**src/rtl/core/lssc_pkg.sv**
```systemverilog
// Shared types and constants for the line sensor steering correction block.
// No dependencies; every other file of the block imports this package.
package lssc_pkg;

   // Bar size and fixed field widths
   localparam int LSSC_SENSOR_COUNT = 16;
   localparam int READING_W         = 8;
   localparam int INDEX_OUT_W       = 4;
   localparam int CORR_W            = 9;
   localparam int STATUS_W          = 2;
   localparam int EXP_W             = 3;
   localparam int GAIN_W            = 16;
   localparam int CENTRE_W          = 4;
   localparam int POWER_W           = 16;
   localparam int PROD_W            = 32;

   // Reading value that marks the line
   localparam logic [READING_W-1:0] ON_LINE_CODE = 8'd1;

   // Configuration port
   localparam int CSR_ADDR_W = 4;
   localparam int CSR_DATA_W = 32;
   localparam int CSR_IDX_W  = 2;

   typedef enum logic [CSR_IDX_W-1:0] {
      REG_EXPONENT = 2'd0,
      REG_GAIN     = 2'd1,
      REG_CENTRE   = 2'd2,
      REG_FINE     = 2'd3
   } lssc_reg_type;

   localparam logic [EXP_W-1:0]    EXPONENT_RST = 3'd2;
   localparam logic [GAIN_W-1:0]   GAIN_RST     = 16'd100;
   localparam logic [CENTRE_W-1:0] CENTRE_RST   = 4'd7;

   // Track status codes
   localparam logic [STATUS_W-1:0] STATUS_NORMAL  = 2'd0;
   localparam logic [STATUS_W-1:0] STATUS_EDGE    = 2'd1;
   localparam logic [STATUS_W-1:0] STATUS_NO_LINE = 2'd2;

   // Saturation and unscaling by 10 or 100.
   // A product at or above 181 * divisor saturates; below that it fits 15 bits
   // and a reciprocal multiply gives the exact quotient.
   localparam int              CORR_LIMIT   = 180;
   localparam logic [PROD_W-1:0] SAT_COARSE = 32'd1810;
   localparam logic [PROD_W-1:0] SAT_FINE   = 32'd18100;
   localparam int              SMALL_W      = 15;
   localparam int              RECIP_W      = 16;
   localparam logic [RECIP_W-1:0] RECIP_COARSE = 16'd52429;  // 2^19 / 10
   localparam logic [RECIP_W-1:0] RECIP_FINE   = 16'd41944;  // 2^22 / 100
   localparam int              SHIFT_COARSE = 19;
   localparam int              SHIFT_FINE   = 22;
   localparam int              MAG_OUT_W    = 8;

   // Configuration seen by the datapath
   typedef struct packed {
      logic [EXP_W-1:0]    exponent;
      logic [GAIN_W-1:0]   gain;
      logic [CENTRE_W-1:0] centre;
      logic                fine;
   } lssc_cfg_type;

   // Controller to datapath
   typedef struct packed {
      logic in_ready;
      logic setup;
      logic power_step;
      logic product;
      logic scale;
      logic load_out;
   } lssc_cmd_type;

   // Datapath to controller
   typedef struct packed {
      logic in_valid;
      logic in_last;
      logic pow_done;
      logic out_free;
   } lssc_stat_type;

endpackage

```
**src/rtl/core/lssc_if.sv**
```systemverilog
// Valid/ready channel interfaces for sensor readings and correction results.
// Depends on lssc_pkg for field widths.
interface lssc_req_if
   import lssc_pkg::*;
   ();
   logic                 valid;
   logic                 ready;
   logic [READING_W-1:0] reading;
   logic                 frame_start;

   modport source (output valid, output reading, output frame_start, input ready);
   modport sink   (input valid, input reading, input frame_start, output ready);
endinterface

interface lssc_rsp_if
   import lssc_pkg::*;
   ();
   logic                     valid;
   logic                     ready;
   logic signed [CORR_W-1:0] correction;
   logic [STATUS_W-1:0]      track_status;
   logic [INDEX_OUT_W-1:0]   line_midpoint;
   logic [INDEX_OUT_W-1:0]   run_first;
   logic [INDEX_OUT_W-1:0]   run_last;

   modport source (output valid, output correction, output track_status,
                   output line_midpoint, output run_first, output run_last,
                   input ready);
   modport sink   (input valid, input correction, input track_status,
                   input line_midpoint, input run_first, input run_last,
                   output ready);
endinterface

```
**src/rtl/core/lssc_csr.sv**
```systemverilog
// Configuration registers behind an APB-style write/read port.
// Depends on lssc_pkg for register indexes, widths and reset values.
module lssc_csr
   import lssc_pkg::*;
(
   input  logic                  clock,
   input  logic                  reset,
   input  logic                  psel,
   input  logic                  penable,
   input  logic                  pwrite,
   input  logic [CSR_ADDR_W-1:0] paddr,
   input  logic [CSR_DATA_W-1:0] pwdata,
   output logic [CSR_DATA_W-1:0] prdata,
   output logic                  pready,
   output lssc_cfg_type          cfg
);

   lssc_cfg_type cfg_ff, cfg_in;
   logic         wr_en;
   lssc_reg_type reg_sel;

   assign pready  = 1'b1;
   assign wr_en   = psel & penable & pwrite;
   assign reg_sel = lssc_reg_type'(paddr[CSR_IDX_W+1:2]);
   assign cfg     = cfg_ff;

   // Decode the write
   always_comb begin
      cfg_in = cfg_ff;
      if (wr_en) begin
         case (reg_sel)
            REG_EXPONENT: cfg_in.exponent = pwdata[EXP_W-1:0];
            REG_GAIN:     cfg_in.gain     = pwdata[GAIN_W-1:0];
            REG_CENTRE:   cfg_in.centre   = pwdata[CENTRE_W-1:0];
            REG_FINE:     cfg_in.fine     = pwdata[0];
            default:      cfg_in          = cfg_ff;
         endcase
      end
   end

   // Read back
   always_comb begin
      case (reg_sel)
         REG_EXPONENT: prdata = CSR_DATA_W'(cfg_ff.exponent);
         REG_GAIN:     prdata = CSR_DATA_W'(cfg_ff.gain);
         REG_CENTRE:   prdata = CSR_DATA_W'(cfg_ff.centre);
         REG_FINE:     prdata = CSR_DATA_W'(cfg_ff.fine);
         default:      prdata = '0;
      endcase
   end

   always_ff @(posedge clock) begin
      if (reset) begin
         cfg_ff.exponent <= EXPONENT_RST;
         cfg_ff.gain     <= GAIN_RST;
         cfg_ff.centre   <= CENTRE_RST;
         cfg_ff.fine     <= 1'b0;
      end else begin
         cfg_ff <= cfg_in;
      end
   end

endmodule

```
**src/rtl/core/lssc_ctrl.sv**
```systemverilog
// Sequencer for one frame's correction: setup, power loop, gain, unscale, output.
// Depends on lssc_pkg for the command and status structs.
module lssc_ctrl
   import lssc_pkg::*;
(
   input  logic          clock,
   input  logic          reset,
   input  lssc_stat_type stat,
   output lssc_cmd_type  cmd
);

   typedef enum logic [5:0] {
      ST_IDLE    = 6'b000001,
      ST_SETUP   = 6'b000010,
      ST_POWER   = 6'b000100,
      ST_PRODUCT = 6'b001000,
      ST_SCALE   = 6'b010000,
      ST_DONE    = 6'b100000
   } lssc_state_type;

   lssc_state_type state_ff, state_in;

   // Next state and commands
   always_comb begin
      state_in = state_ff;
      cmd      = '0;
      case (state_ff)
         ST_IDLE: begin
            cmd.in_ready = 1'b1;
            if (stat.in_valid && stat.in_last) state_in = ST_SETUP;
         end
         ST_SETUP: begin
            cmd.setup = 1'b1;
            state_in  = ST_POWER;
         end
         ST_POWER: begin
            if (stat.pow_done) begin
               state_in = ST_PRODUCT;
            end else begin
               cmd.power_step = 1'b1;
            end
         end
         ST_PRODUCT: begin
            cmd.product = 1'b1;
            state_in    = ST_SCALE;
         end
         ST_SCALE: begin
            cmd.scale = 1'b1;
            state_in  = ST_DONE;
         end
         ST_DONE: begin
            if (stat.out_free) begin
               cmd.load_out = 1'b1;
               state_in     = ST_IDLE;
            end
         end
         default: state_in = ST_IDLE;
      endcase
   end

   always_ff @(posedge clock) begin
      if (reset) begin
         state_ff <= ST_IDLE;
      end else begin
         state_ff <= state_in;
      end
   end

`ifndef ASSERT_OFF
   // A frame's last item always starts the sequence
   a_last_starts: assert property (@(posedge clock) disable iff (reset)
      cmd.in_ready && stat.in_valid && stat.in_last |=> state_ff == ST_SETUP)
      else $error("last item did not start the sequence");

   // The power loop leaves once the count runs out
   a_power_exit: assert property (@(posedge clock) disable iff (reset)
      state_ff == ST_POWER && stat.pow_done |=> state_ff == ST_PRODUCT)
      else $error("power loop did not exit");

   // No item is taken while a frame is being finished
   a_busy_stall: assert property (@(posedge clock) disable iff (reset)
      state_ff != ST_IDLE |-> !cmd.in_ready)
      else $error("item taken while busy");
`endif

endmodule

```
**src/rtl/core/lssc_datapath.sv**
```systemverilog
// Run tracking, power loop, gain multiply, unscale and result register.
// Depends on lssc_pkg and the channel interfaces in lssc_if.
module lssc_datapath
   import lssc_pkg::*;
#(
   parameter int SENSOR_COUNT = LSSC_SENSOR_COUNT
) (
   input  logic          clock,
   input  logic          reset,
   input  lssc_cfg_type  cfg,
   input  lssc_cmd_type  cmd,
   output lssc_stat_type stat,
   lssc_req_if.sink      req,
   lssc_rsp_if.source    rsp
);

   localparam int IDX_W = $clog2(SENSOR_COUNT);
   localparam logic [IDX_W-1:0] LAST_IDX = IDX_W'(SENSOR_COUNT - 1);
   localparam int MAG_W = (IDX_W > CENTRE_W) ? IDX_W : CENTRE_W;
   localparam int ERR_W = MAG_W + 1;

   // Run tracking state
   logic [IDX_W-1:0] sens_idx_ff, sens_idx_in;
   logic             in_run_ff, in_run_in;
   logic [IDX_W-1:0] cur_start_ff, cur_start_in;
   logic [IDX_W-1:0] cur_end_ff, cur_end_in;
   logic [IDX_W-1:0] best_start_ff, best_start_in;
   logic [IDX_W-1:0] best_end_ff, best_end_in;
   logic [IDX_W-1:0] best_width_ff, best_width_in;
   logic [IDX_W-1:0] fin_start_ff, fin_start_in;
   logic [IDX_W-1:0] fin_end_ff, fin_end_in;

   logic [IDX_W-1:0] idx;
   logic             idx_first;
   logic             idx_last;
   logic             on_line;
   logic             take;
   logic [IDX_W-1:0] run_w;
   logic [IDX_W-1:0] end_w;

   // Frame finish state
   logic [IDX_W-1:0]    mid_ff;
   logic [STATUS_W-1:0] status_ff;
   logic                neg_ff;
   logic                no_line_ff;
   logic [MAG_W-1:0]    mag_ff;
   logic [POWER_W-1:0]  powered_ff;
   logic [EXP_W-1:0]    cnt_ff;
   logic [PROD_W-1:0]   prod_ff;
   logic                sat_ff;
   logic [SMALL_W+RECIP_W-1:0] scaled_ff;

   logic [IDX_W:0]      mid_sum;
   logic [IDX_W-1:0]    mid;
   logic signed [ERR_W-1:0] err;
   logic [ERR_W-1:0]    err_abs;
   logic [POWER_W+MAG_W-1:0] pow_full;
   logic [PROD_W-1:0]   sat_limit;
   logic [RECIP_W-1:0]  recip;
   logic [SMALL_W+RECIP_W-1:0] quot_full;
   logic [MAG_OUT_W-1:0] corr_mag;
   logic [CORR_W-1:0]   corr_pos;

   // Result register
   logic                     rsp_valid_ff, rsp_valid_in;
   logic signed [CORR_W-1:0] corr_ff;
   logic [STATUS_W-1:0]      rsp_status_ff;
   logic [IDX_W-1:0]         rsp_mid_ff;
   logic [IDX_W-1:0]         rsp_first_ff;
   logic [IDX_W-1:0]         rsp_last_ff;
   logic [IDX_W+INDEX_OUT_W-1:0] mid_ext;
   logic [IDX_W+INDEX_OUT_W-1:0] first_ext;
   logic [IDX_W+INDEX_OUT_W-1:0] last_ext;

   assign idx       = req.frame_start ? '0 : sens_idx_ff;
   assign idx_first = (idx == '0);
   assign idx_last  = (idx == LAST_IDX);
   assign on_line   = (req.reading == ON_LINE_CODE);
   assign take      = req.valid & cmd.in_ready;
   assign req.ready = cmd.in_ready;

   assign stat.in_valid = req.valid;
   assign stat.in_last  = idx_last;
   assign stat.pow_done = (cnt_ff == '0);
   assign stat.out_free = ~rsp_valid_ff | rsp.ready;

   // Update the run tracking for one reading; index 0 starts from a clear state
   always_comb begin
      in_run_in     = idx_first ? 1'b0 : in_run_ff;
      cur_start_in  = idx_first ? '0 : cur_start_ff;
      cur_end_in    = idx_first ? '0 : cur_end_ff;
      best_start_in = idx_first ? '0 : best_start_ff;
      best_end_in   = idx_first ? '0 : best_end_ff;
      best_width_in = idx_first ? '0 : best_width_ff;
      run_w         = cur_end_in - cur_start_in;
      end_w         = '0;

      if (on_line) begin
         if (in_run_in) begin
            cur_end_in = idx;
         end else begin
            cur_start_in = idx;
            cur_end_in   = idx;
            in_run_in    = 1'b1;
         end
      end else if (in_run_in) begin
         // close the run at the first off reading; ties go to the later run
         in_run_in = 1'b0;
         if (run_w >= best_width_in) begin
            best_width_in = run_w;
            best_start_in = cur_start_in;
            best_end_in   = cur_end_in;
         end
      end

      // a run still open at the bar's end closes there
      if (idx_last && in_run_in) begin
         cur_end_in = LAST_IDX;
         in_run_in  = 1'b0;
         end_w      = LAST_IDX - cur_start_in;
         if (end_w >= best_width_in) begin
            best_width_in = end_w;
            best_start_in = cur_start_in;
            best_end_in   = LAST_IDX;
         end
      end

      sens_idx_in  = idx_last ? '0 : idx + IDX_W'(1);
      fin_start_in = best_start_in;
      fin_end_in   = best_end_in;
   end

   always_ff @(posedge clock) begin
      if (reset) begin
         sens_idx_ff   <= '0;
         in_run_ff     <= 1'b0;
         cur_start_ff  <= '0;
         cur_end_ff    <= '0;
         best_start_ff <= '0;
         best_end_ff   <= '0;
         best_width_ff <= '0;
      end else if (take) begin
         sens_idx_ff   <= sens_idx_in;
         in_run_ff     <= in_run_in;
         cur_start_ff  <= cur_start_in;
         cur_end_ff    <= cur_end_in;
         best_start_ff <= best_start_in;
         best_end_ff   <= best_end_in;
         best_width_ff <= best_width_in;
      end
   end

   // Hold the frame's widest run for the finishing steps
   always_ff @(posedge clock) begin
      if (take && idx_last) begin
         fin_start_ff <= fin_start_in;
         fin_end_ff   <= fin_end_in;
      end
   end

   // Midpoint, signed error and status
   assign mid_sum = {1'b0, fin_start_ff} + {1'b0, fin_end_ff};
   assign mid     = mid_sum[IDX_W:1];
   assign err     = $signed(ERR_W'(mid)) - $signed(ERR_W'(cfg.centre));
   assign err_abs = err[ERR_W-1] ? (~err + ERR_W'(1)) : err;

   // Power loop: one multiply per cycle, wrapping to 16 bits
   assign pow_full = powered_ff * mag_ff;

   // Unscale: saturation compare and reciprocal multiply
   assign sat_limit = cfg.fine ? SAT_FINE : SAT_COARSE;
   assign recip     = cfg.fine ? RECIP_FINE : RECIP_COARSE;
   assign quot_full = cfg.fine ? (scaled_ff >> SHIFT_FINE) : (scaled_ff >> SHIFT_COARSE);
   assign corr_mag  = sat_ff ? MAG_OUT_W'(CORR_LIMIT) : quot_full[MAG_OUT_W-1:0];
   assign corr_pos  = {1'b0, corr_mag};

   always_ff @(posedge clock) begin
      if (cmd.setup) begin
         mid_ff     <= mid;
         neg_ff     <= ~(err > 0);
         no_line_ff <= (mid == '0);
         mag_ff     <= err_abs[MAG_W-1:0];
         powered_ff <= POWER_W'(1);
         if (mid == '0) begin
            status_ff <= STATUS_NO_LINE;
         end else if (fin_start_ff == '0 || fin_end_ff == LAST_IDX) begin
            status_ff <= STATUS_EDGE;
         end else begin
            status_ff <= STATUS_NORMAL;
         end
      end else if (cmd.power_step) begin
         powered_ff <= pow_full[POWER_W-1:0];
      end
      if (cmd.product) prod_ff <= cfg.gain * powered_ff;
      if (cmd.scale) begin
         sat_ff    <= (prod_ff >= sat_limit);
         scaled_ff <= prod_ff[SMALL_W-1:0] * recip;
      end
   end

   // Exponent countdown
   always_ff @(posedge clock) begin
      if (reset) begin
         cnt_ff <= '0;
      end else if (cmd.setup) begin
         cnt_ff <= cfg.exponent;
      end else if (cmd.power_step) begin
         cnt_ff <= cnt_ff - EXP_W'(1);
      end
   end

   // Result register: hold until taken
   assign rsp_valid_in = cmd.load_out ? 1'b1 : (rsp.ready ? 1'b0 : rsp_valid_ff);

   always_ff @(posedge clock) begin
      if (reset) begin
         rsp_valid_ff <= 1'b0;
      end else begin
         rsp_valid_ff <= rsp_valid_in;
      end
   end

   always_ff @(posedge clock) begin
      if (cmd.load_out) begin
         if (no_line_ff) begin
            corr_ff <= '0;
         end else if (neg_ff) begin
            corr_ff <= $signed(~corr_pos + CORR_W'(1));
         end else begin
            corr_ff <= $signed(corr_pos);
         end
         rsp_status_ff <= status_ff;
         rsp_mid_ff    <= mid_ff;
         rsp_first_ff  <= fin_start_ff;
         rsp_last_ff   <= fin_end_ff;
      end
   end

   // Index outputs keep their low bits
   assign mid_ext   = {{INDEX_OUT_W{1'b0}}, rsp_mid_ff};
   assign first_ext = {{INDEX_OUT_W{1'b0}}, rsp_first_ff};
   assign last_ext  = {{INDEX_OUT_W{1'b0}}, rsp_last_ff};

   assign rsp.valid         = rsp_valid_ff;
   assign rsp.correction    = corr_ff;
   assign rsp.track_status  = rsp_status_ff;
   assign rsp.line_midpoint = mid_ext[INDEX_OUT_W-1:0];
   assign rsp.run_first     = first_ext[INDEX_OUT_W-1:0];
   assign rsp.run_last      = last_ext[INDEX_OUT_W-1:0];

`ifndef ASSERT_OFF
   // A new result never overwrites one still waiting
   a_no_overwrite: assert property (@(posedge clock) disable iff (reset)
      cmd.load_out |-> stat.out_free)
      else $error("result overwritten");

   // Correction stays within the clamp
   a_corr_range: assert property (@(posedge clock) disable iff (reset)
      rsp.valid |-> (rsp.correction <= $signed(CORR_W'(CORR_LIMIT)))
                 && (rsp.correction >= -$signed(CORR_W'(CORR_LIMIT))))
      else $error("correction outside clamp");

   // No line means no correction
   a_no_line_zero: assert property (@(posedge clock) disable iff (reset)
      rsp.valid && rsp.track_status == STATUS_NO_LINE |-> rsp.correction == '0)
      else $error("nonzero correction with no line");
`endif

endmodule

```
**src/rtl/core/line_sensor_steering_correction.sv**
```systemverilog
// Line sensor steering correction, top level.
// Readings other than a frame's last are taken one per cycle while the sequencer is idle.
// After the last reading the sequencer runs setup, the power loop, product and scale, and
// the result register loads once it is free. The power loop reuses one 16-bit multiplier
// once per exponent step. No reading is taken while a frame is being finished.
// Reset: synchronous, active high; clears tracking, sequencer, result valid; loads config.
module line_sensor_steering_correction
   import lssc_pkg::*;
#(
   parameter int SENSOR_COUNT = LSSC_SENSOR_COUNT
) (
   input  logic                  clock,
   input  logic                  reset,
   lssc_req_if.sink              req_chan,
   lssc_rsp_if.source            rsp_chan,
   input  logic                  psel,
   input  logic                  penable,
   input  logic                  pwrite,
   input  logic [CSR_ADDR_W-1:0] paddr,
   input  logic [CSR_DATA_W-1:0] pwdata,
   output logic [CSR_DATA_W-1:0] prdata,
   output logic                  pready
);

   lssc_cfg_type  cfg;
   lssc_cmd_type  cmd;
   lssc_stat_type stat;

   // Configuration registers
   lssc_csr u_csr (
      .clock   (clock),
      .reset   (reset),
      .psel    (psel),
      .penable (penable),
      .pwrite  (pwrite),
      .paddr   (paddr),
      .pwdata  (pwdata),
      .prdata  (prdata),
      .pready  (pready),
      .cfg     (cfg)
   );

   // Sequencer
   lssc_ctrl u_ctrl (
      .clock (clock),
      .reset (reset),
      .stat  (stat),
      .cmd   (cmd)
   );

   // Tracking and arithmetic
   lssc_datapath #(
      .SENSOR_COUNT (SENSOR_COUNT)
   ) u_datapath (
      .clock (clock),
      .reset (reset),
      .cfg   (cfg),
      .cmd   (cmd),
      .stat  (stat),
      .req   (req_chan),
      .rsp   (rsp_chan)
   );

endmodule

```
**src/flat_wrapper.sv**
```systemverilog
// flat-port wrapper written by rule: the top's interface ports become plain ports
module line_sensor_steering_correction_flat import lssc_pkg::*;
#(
   parameter int SENSOR_COUNT = LSSC_SENSOR_COUNT
)
  (clock, reset, psel, penable, pwrite, paddr, pwdata, prdata, pready, req_chan_valid, req_chan_reading, req_chan_frame_start, req_chan_ready, rsp_chan_valid, rsp_chan_correction, rsp_chan_track_status, rsp_chan_line_midpoint, rsp_chan_run_first, rsp_chan_run_last, rsp_chan_ready);
  lssc_req_if req_chan_i ();
  lssc_rsp_if rsp_chan_i ();
  input  logic clock;
  input  logic reset;
  input  logic psel;
  input  logic penable;
  input  logic pwrite;
  input  logic [CSR_ADDR_W-1:0] paddr;
  input  logic [CSR_DATA_W-1:0] pwdata;
  output logic [CSR_DATA_W-1:0] prdata;
  output logic pready;
  input wire logic [$bits(req_chan_i.valid)-1:0] req_chan_valid;
  input wire logic [$bits(req_chan_i.reading)-1:0] req_chan_reading;
  input wire logic [$bits(req_chan_i.frame_start)-1:0] req_chan_frame_start;
  output wire logic [$bits(req_chan_i.ready)-1:0] req_chan_ready;
  output wire logic [$bits(rsp_chan_i.valid)-1:0] rsp_chan_valid;
  output wire logic [$bits(rsp_chan_i.correction)-1:0] rsp_chan_correction;
  output wire logic [$bits(rsp_chan_i.track_status)-1:0] rsp_chan_track_status;
  output wire logic [$bits(rsp_chan_i.line_midpoint)-1:0] rsp_chan_line_midpoint;
  output wire logic [$bits(rsp_chan_i.run_first)-1:0] rsp_chan_run_first;
  output wire logic [$bits(rsp_chan_i.run_last)-1:0] rsp_chan_run_last;
  input wire logic [$bits(rsp_chan_i.ready)-1:0] rsp_chan_ready;
  assign req_chan_i.valid = req_chan_valid;
  assign req_chan_i.reading = req_chan_reading;
  assign req_chan_i.frame_start = req_chan_frame_start;
  assign req_chan_ready = req_chan_i.ready;
  assign rsp_chan_valid = rsp_chan_i.valid;
  assign rsp_chan_correction = rsp_chan_i.correction;
  assign rsp_chan_track_status = rsp_chan_i.track_status;
  assign rsp_chan_line_midpoint = rsp_chan_i.line_midpoint;
  assign rsp_chan_run_first = rsp_chan_i.run_first;
  assign rsp_chan_run_last = rsp_chan_i.run_last;
  assign rsp_chan_i.ready = rsp_chan_ready;
  line_sensor_steering_correction #(.SENSOR_COUNT(SENSOR_COUNT)) u_core (.clock(clock), .reset(reset), .req_chan(req_chan_i), .rsp_chan(rsp_chan_i), .psel(psel), .penable(penable), .pwrite(pwrite), .paddr(paddr), .pwdata(pwdata), .prdata(prdata), .pready(pready));
endmodule
```
**config.mk**
```make
export PLATFORM = sky130hd
export DESIGN_NAME = line_sensor_steering_correction_flat
export DESIGN_NICKNAME = d
export VERILOG_FILES = /design/src/rtl/core/lssc_pkg.sv /design/src/rtl/core/lssc_if.sv /design/src/rtl/core/lssc_csr.sv /design/src/rtl/core/lssc_ctrl.sv /design/src/rtl/core/lssc_datapath.sv /design/src/rtl/core/line_sensor_steering_correction.sv /design/src/flat_wrapper.sv
export SDC_FILE = /design/constraint.sdc
export NUM_CORES = 1
export LEC_CHECK = 0
export BUFFER_PORTS_ARGS = -buffer_cell sky130_fd_sc_hd__buf_2
export CORE_UTILIZATION = 40
export CTS_CLUSTER_SIZE = 12
export DETAILED_ROUTE_END_ITERATION = 8
export PLACE_DENSITY = 0.59
export SETUP_SLACK_MARGIN = 0.2
export SYNTH_ARGS = -nofsm -noshare
export SYNTH_HDL_FRONTEND = slang
export SYNTH_SLANG_ARGS = --single-unit
```
**constraint.sdc**
```tcl
create_clock -name clock -period 8.7 [get_ports clock]
set_clock_uncertainty 0.15 [all_clocks]
set_input_delay 1.74 -clock clock [delete_from_list [all_inputs] [get_ports clock]]
set_output_delay 1.74 -clock clock [all_outputs]
set_load 0.05 [all_outputs]
```
-- Yosys cells after proc, flatten, opt, wreduce, memory -nomap -nowiden
Cells that the tools add are included.
- bits in registers: 181
- input bits: 52
- output and inout port bits: 58
- word-level logic and storage cells: 140
- $add $sub $neg: 8
- multipliers: 3
- $lt $le $gt $ge: 4
- eq/ne operators: 15
- multiplexer cells: 53
- bitwise gates (word level): 9
- reduce and logical (&&, ||, !) cells: 17
- operators by type and width (cell ; count):
    32-bit case mux with 4 select lines ; 1
    4-bit 2-to-1 mux ; 27
    6-bit case mux with 6 select lines ; 1
    32-bit by 15-bit >= comparator with 1-bit output ; 1
    16-bit by 16-bit multiplier with 32-bit output ; 1
    15-bit by 16-bit multiplier with 30-bit output ; 1
    15-bit 2-to-1 mux ; 2
    8-bit 2-to-1 mux ; 3
    6-bit 2-to-1 mux ; 3
    16-bit by 4-bit multiplier with 16-bit output ; 1
    1-bit 2-to-1 mux ; 14
    4-bit zero test ; 3
    9-bit by 1-bit adder with 9-bit output (second input constant) ; 1
    8-bit inverter with 9-bit output ; 1
    4-bit == test (second input constant) ; 2
    8-bit by 1-bit == test with 1-bit output (second input constant) ; 1
    4-bit >= comparator ; 2
    2-bit AND reduction ; 4
    6-bit by 1-bit == test with 1-bit output (second input constant) ; 1
    6-bit by 2-bit == test with 1-bit output (second input constant) ; 1
    6-bit by 3-bit == test with 1-bit output (second input constant) ; 1
    6-bit by 4-bit == test with 1-bit output (second input constant) ; 1
    6-bit by 5-bit == test with 1-bit output (second input constant) ; 1
    6-bit == test (second input constant) ; 1
    24 further kinds ; 34

-- Depth between registers and ports, before layout
- depth in word-level cells: 11
- depth in mapped cells: 27
- mapped depth without buffers: 23

-- Modules after synthesis
A second synthesis with hierarchy kept.
- cell total of the unflattened synthesis: 2447
- area total of the unflattened synthesis: 23217.3 sq um
- modules (own cells, without submodules) (module ; times used ; cells each ; area an instance (sq um) ; sequential area each (sq um)):
    lssc_datapath ; 1 ; 2254 ; 21481.9 ; 3513.4
    lssc_csr ; 1 ; 153 ; 1375.1 ; 480.5
    lssc_ctrl ; 1 ; 40 ; 360.3 ; 120.1

-- Worst setup path after synthesis
OpenSTA, ideal clock, no wires.
- kind: register to register
- from: register u_core.u_csr.cfg_ff, in the netlist u_core.u_csr.cfg[0]
- to: register u_core.u_datapath.scaled_ff[29], data pin
- library setup time: 0.260 ns
- arrival time: 6.476 ns
- data required time: 8.290 ns
- slack: 1.814 ns
- stages on the path, launching flop included: 23
- buffers on the path: 4
- period minus slack after synthesis: 6.886 ns
- cell sequence: dfxtp_1 > buf_4 > clkbuf_1 > clkbuf_1 > clkbuf_1 > nor2_1 > fa_1 > fa_1 > fa_1 > fa_1 > fa_1 > inv_1 > fa_1 > inv_1 > ha_1 > a21o_1 > a221o_1 > a21boi_2 > a31oi_4 > a31oi_4 > o311ai_4 > a21oi_2 > xnor2_1
- longest elaborated chain between the ends: 2
- RTL lines (element ; RTL line ; RTL):
    from (decl) ; lssc_csr.sv:18 ; lssc_cfg_type cfg_ff, cfg_in;
    from (signal assigned) ; lssc_csr.sv:59 ; cfg_ff <= cfg_in;
    15-bit 2-to-1 mux ; lssc_datapath.sv:172 ; assign recip = cfg.fine ? RECIP_FINE : RECIP_COARSE;
    15-bit by 16-bit multiplier with 30-bit output ; lssc_datapath.sv:197 ; scaled_ff <= prod_ff[SMALL_W-1:0] * recip;
    to (signal assigned) ; lssc_datapath.sv:197 ;
    to (decl) ; lssc_datapath.sv:51 ; logic [SMALL_W+RECIP_W-1:0] scaled_ff;
Every way passes these cells.
A chain may end at the register's enable or synchronous reset.

-- Worst setup path after layout
Same ends and word-level chain as after synthesis.

==> flow_summary.ini <==
[synthesis]
ys.flop_type = edfxtp_1
syn_area_um2 = 23000
syn-instance-count = 2449
synth_area_per_cell_um2 = 9.38
ys_warn_count = 0
synth_enable_flop_cells = 87
async_flop_share = 0
ys_top_cells_by_area = fa_1, ha_1, edfxtp_1
yosysUniqueCellTypes = 72
yosysTopAreaCellShare = 0.301
ys_ff_latch = 162
yosysTopAreaCell = fa_1
seq_area_frac_synth = 0.179

[pwr]
vdd_ir_drop_max_uv = 129
cellPowerDensity_nw_per_um2 = 96.3
power_w = 0.00237
p_leak_nw = 12.1

[clock_network]
cts_root_buf = clkbuf_16
htree_levels = 4
clk_pin_slew_ns = 0.07
cts_tree = done
cts_max_path_buffers = 2
cts_setup_buffers = 0
numCtsBuffers = 17
hold_buffers = 0
cts_num_sinks = 162
insertion_delay_ns = 0.45
cts_resized = 0

[worst_setup_path]
critPathMaxStageDelay_ns = 0.63
cp-start-kind = register
crit_slowest_cell = a211oi_1
worstSetupPathDepth = 23
cp_data_required_time_ns = 8.73
reg2reg_depth = 23
regToRegStartpoint = u_core.u_csr.cfg[0]
critPathMaxFanout = 29
cp.buffers_inverters = 7
crit_arrival_ns = 7.18
worstPathCellList = buf_4 > ha_1 > inv_1 > fa_1 > fa_1 > inv_1 > fa_1 > inv_1 > fa_1 > inv_1 > fa_1 > inv_1 > fa_1 > inv_1 > ha_1 > nand4_1 > nor2_1 > a211oi_1 > a31oi_4 > a31oi_4 > o311ai_4 > a21oi_2 > xnor2_1
worstSetupPathType = register to register
critPathTopFamily = adder cells
setup.worst_path.end_class = register
startpoint = u_core.u_csr.cfg[0]

[detailed_routing]
wl_mm = 52.6
remaining_drc_errors = 0
first_pass_iters = 5
ant_nets = 0
drt-initial-drc-count = 765
wl_per_cell_um = 16.3
viasPerCell = 5.03
vias = 16300

[grt]
grt_pass1_vias = 17300
grtUsageTotal = 0.186
grt_pass1_wl_mm = 88.0
grt_max_degree = 52
antenna_found_initial = 1
grt-ovfl-total = 0

[final_layout]
syn2layout_area_growth_pct = 6.88
layout-drive-gt1-share = 0.0581
design_area_um2 = 24600
final_nets = 3149
n_fill_cell = 5541

[timing]
rsz0062_at_grt = false
hold_violations = 0
min_period_over_period = 0.821
setup_viol = 0
clock.fmax_ghz = 0.140
relSlewSlack = 0.206
layout_min_cycle_time_ns = 7.14
setup_tns_ns = 0
drv_slew = 0
worst_pin_slew_ns = 1.19

[place]
dpl-instance-area_um2 = 24000
place_hpwl_mm = 42.3
io_buffers = 74
place_congestion = 0.857

[floorplan]
coreArea_um2 = 56600
die_x_um = 242
dieArea_um2 = 58400
num_rows = 87
dieHeight_um = 242
initial_utilization = 0.406
ios = 110

[worst_hold_path]
min-delay-start = u_core.u_datapath.status_ff[1]
hold_class = register to register
hold_depth = 0

[flow_run]
drv_cap = 0

[status]
status = finished clean
path summary, 6_finish.rpt:
kind | slack, ns | endpoint
worst max register to register | 1.56 | u_core.u_datapath.scaled_ff[29]
worst min-delay path | 0.27 | u_core.u_datapath.rsp.track_status[1]
worst min register to register | 0.27 | u_core.u_datapath.rsp.track_status[1]
worst max-delay path | 1.56 | u_core.u_datapath.scaled_ff[29]
sequential cells by signal, indices dropped and copies added (netlist names), 6 cells and up:
name and count:
u_core.u_datapath.scaled_ff 11, u_core.u_ctrl.state_ff 6, u_core.u_datapath.prod_ff 32, u_core.u_datapath.powered_ff 16, u_core.u_csr.cfg 24, u_core.u_datapath.rsp.correction 9
power by group:
group	total (W)	switching, W	leakage (nW)	internal (W)
Combinational	0.000714	0.000424	10.4	0.000289
Sequential	0.000896	0.0000619	1.38	0.000835
Clock	0.000756	0.000329	0.276	0.000427
cell usage after synthesis, types with 36 or more instances:
library cell	count
o21ai_0	54
a21o_1	36
ha_1	285
inv_1	485
nand2_1	287
clkbuf_1	79
xnor2_1	50
dfxtp_1	75
a21oi_1	82
nor2_1	95
edfxtp_1	87
nand3_1	38
fa_1	346
and2_1	162
cell usage in the layout, fill, tap and decap left out, types with 17 or more instances in the layout:
cell type,synthesis,routed
inv_1,485,485
fa_1,346,346
nand2_1,287,287
ha_1,285,285
and2_1,162,162
nor2_1,95,95
edfxtp_1,87,87
a21oi_1,82,82
buf_2,2,74
dfxtp_1,75,74
o21ai_0,54,54
xnor2_1,50,50
nand3_1,38,38
a21o_1,36,36
xor2_1,24,24
conb_1,2,20
nor2b_1,20,19
clkbuf_16,0,17
per-stage QoR:
step,setup WS (ns),utilization,cells,hold WS [ns]
final,1.56,0.434,3236,0.267
after global routing,1.20,0.434,3236,0.275
after CTS,1.47,0.434,3235,0.272
after detailed placement,1.24,0.424,3203,0.256
after global placement,1.39,0.424,3203,0.254
after floorplan,1.81,-,2467,0.250
layout make-up:
type	instances	area [µm²]	share of cell area
antenna	1	2.50	0.000102
clock buffer	19	433	0.0176
inverter	486	1820	0.0743
tap	756	946	0.0385
sequential	162	4120	0.168
timing repair buffer	84	445	0.0181
multi-input combinational	1715	16600	0.678
clock inverter	13	149	0.00606
cell families (layout without fill, tap and decap cells):
logic type / count (synthesis) / in the layout / share of synthesized area
AND/OR/NAND/NOR: 694 / 694 / 0.147
adder cells (fa/ha/maj): 631 / 631 / 0.457
buffers and inverters: 590 / 602 / 0.0999
AO/OA/AOI/OAI: 276 / 276 / 0.0797
flip-flops: 162 / 162 / 0.179
XOR/XNOR: 74 / 74 / 0.0282
multiplexers: 20 / 20 / 0.00947
other: 2 / 21 / 0.000327
per-layer routing:
layer | wire length, µm | up-vias | global-route usage
met1 | 23700 | 8188 | 0.250
met2 | 26200 | 321 | 0.319
met3 | 1960 | 53 | 0.0203
met4 | 809 | 0 | 0.0484
li1 | - | 7719 | -
met5 | 0 | - | 0
No activity file was read; power rests on OpenSTA's default activity.
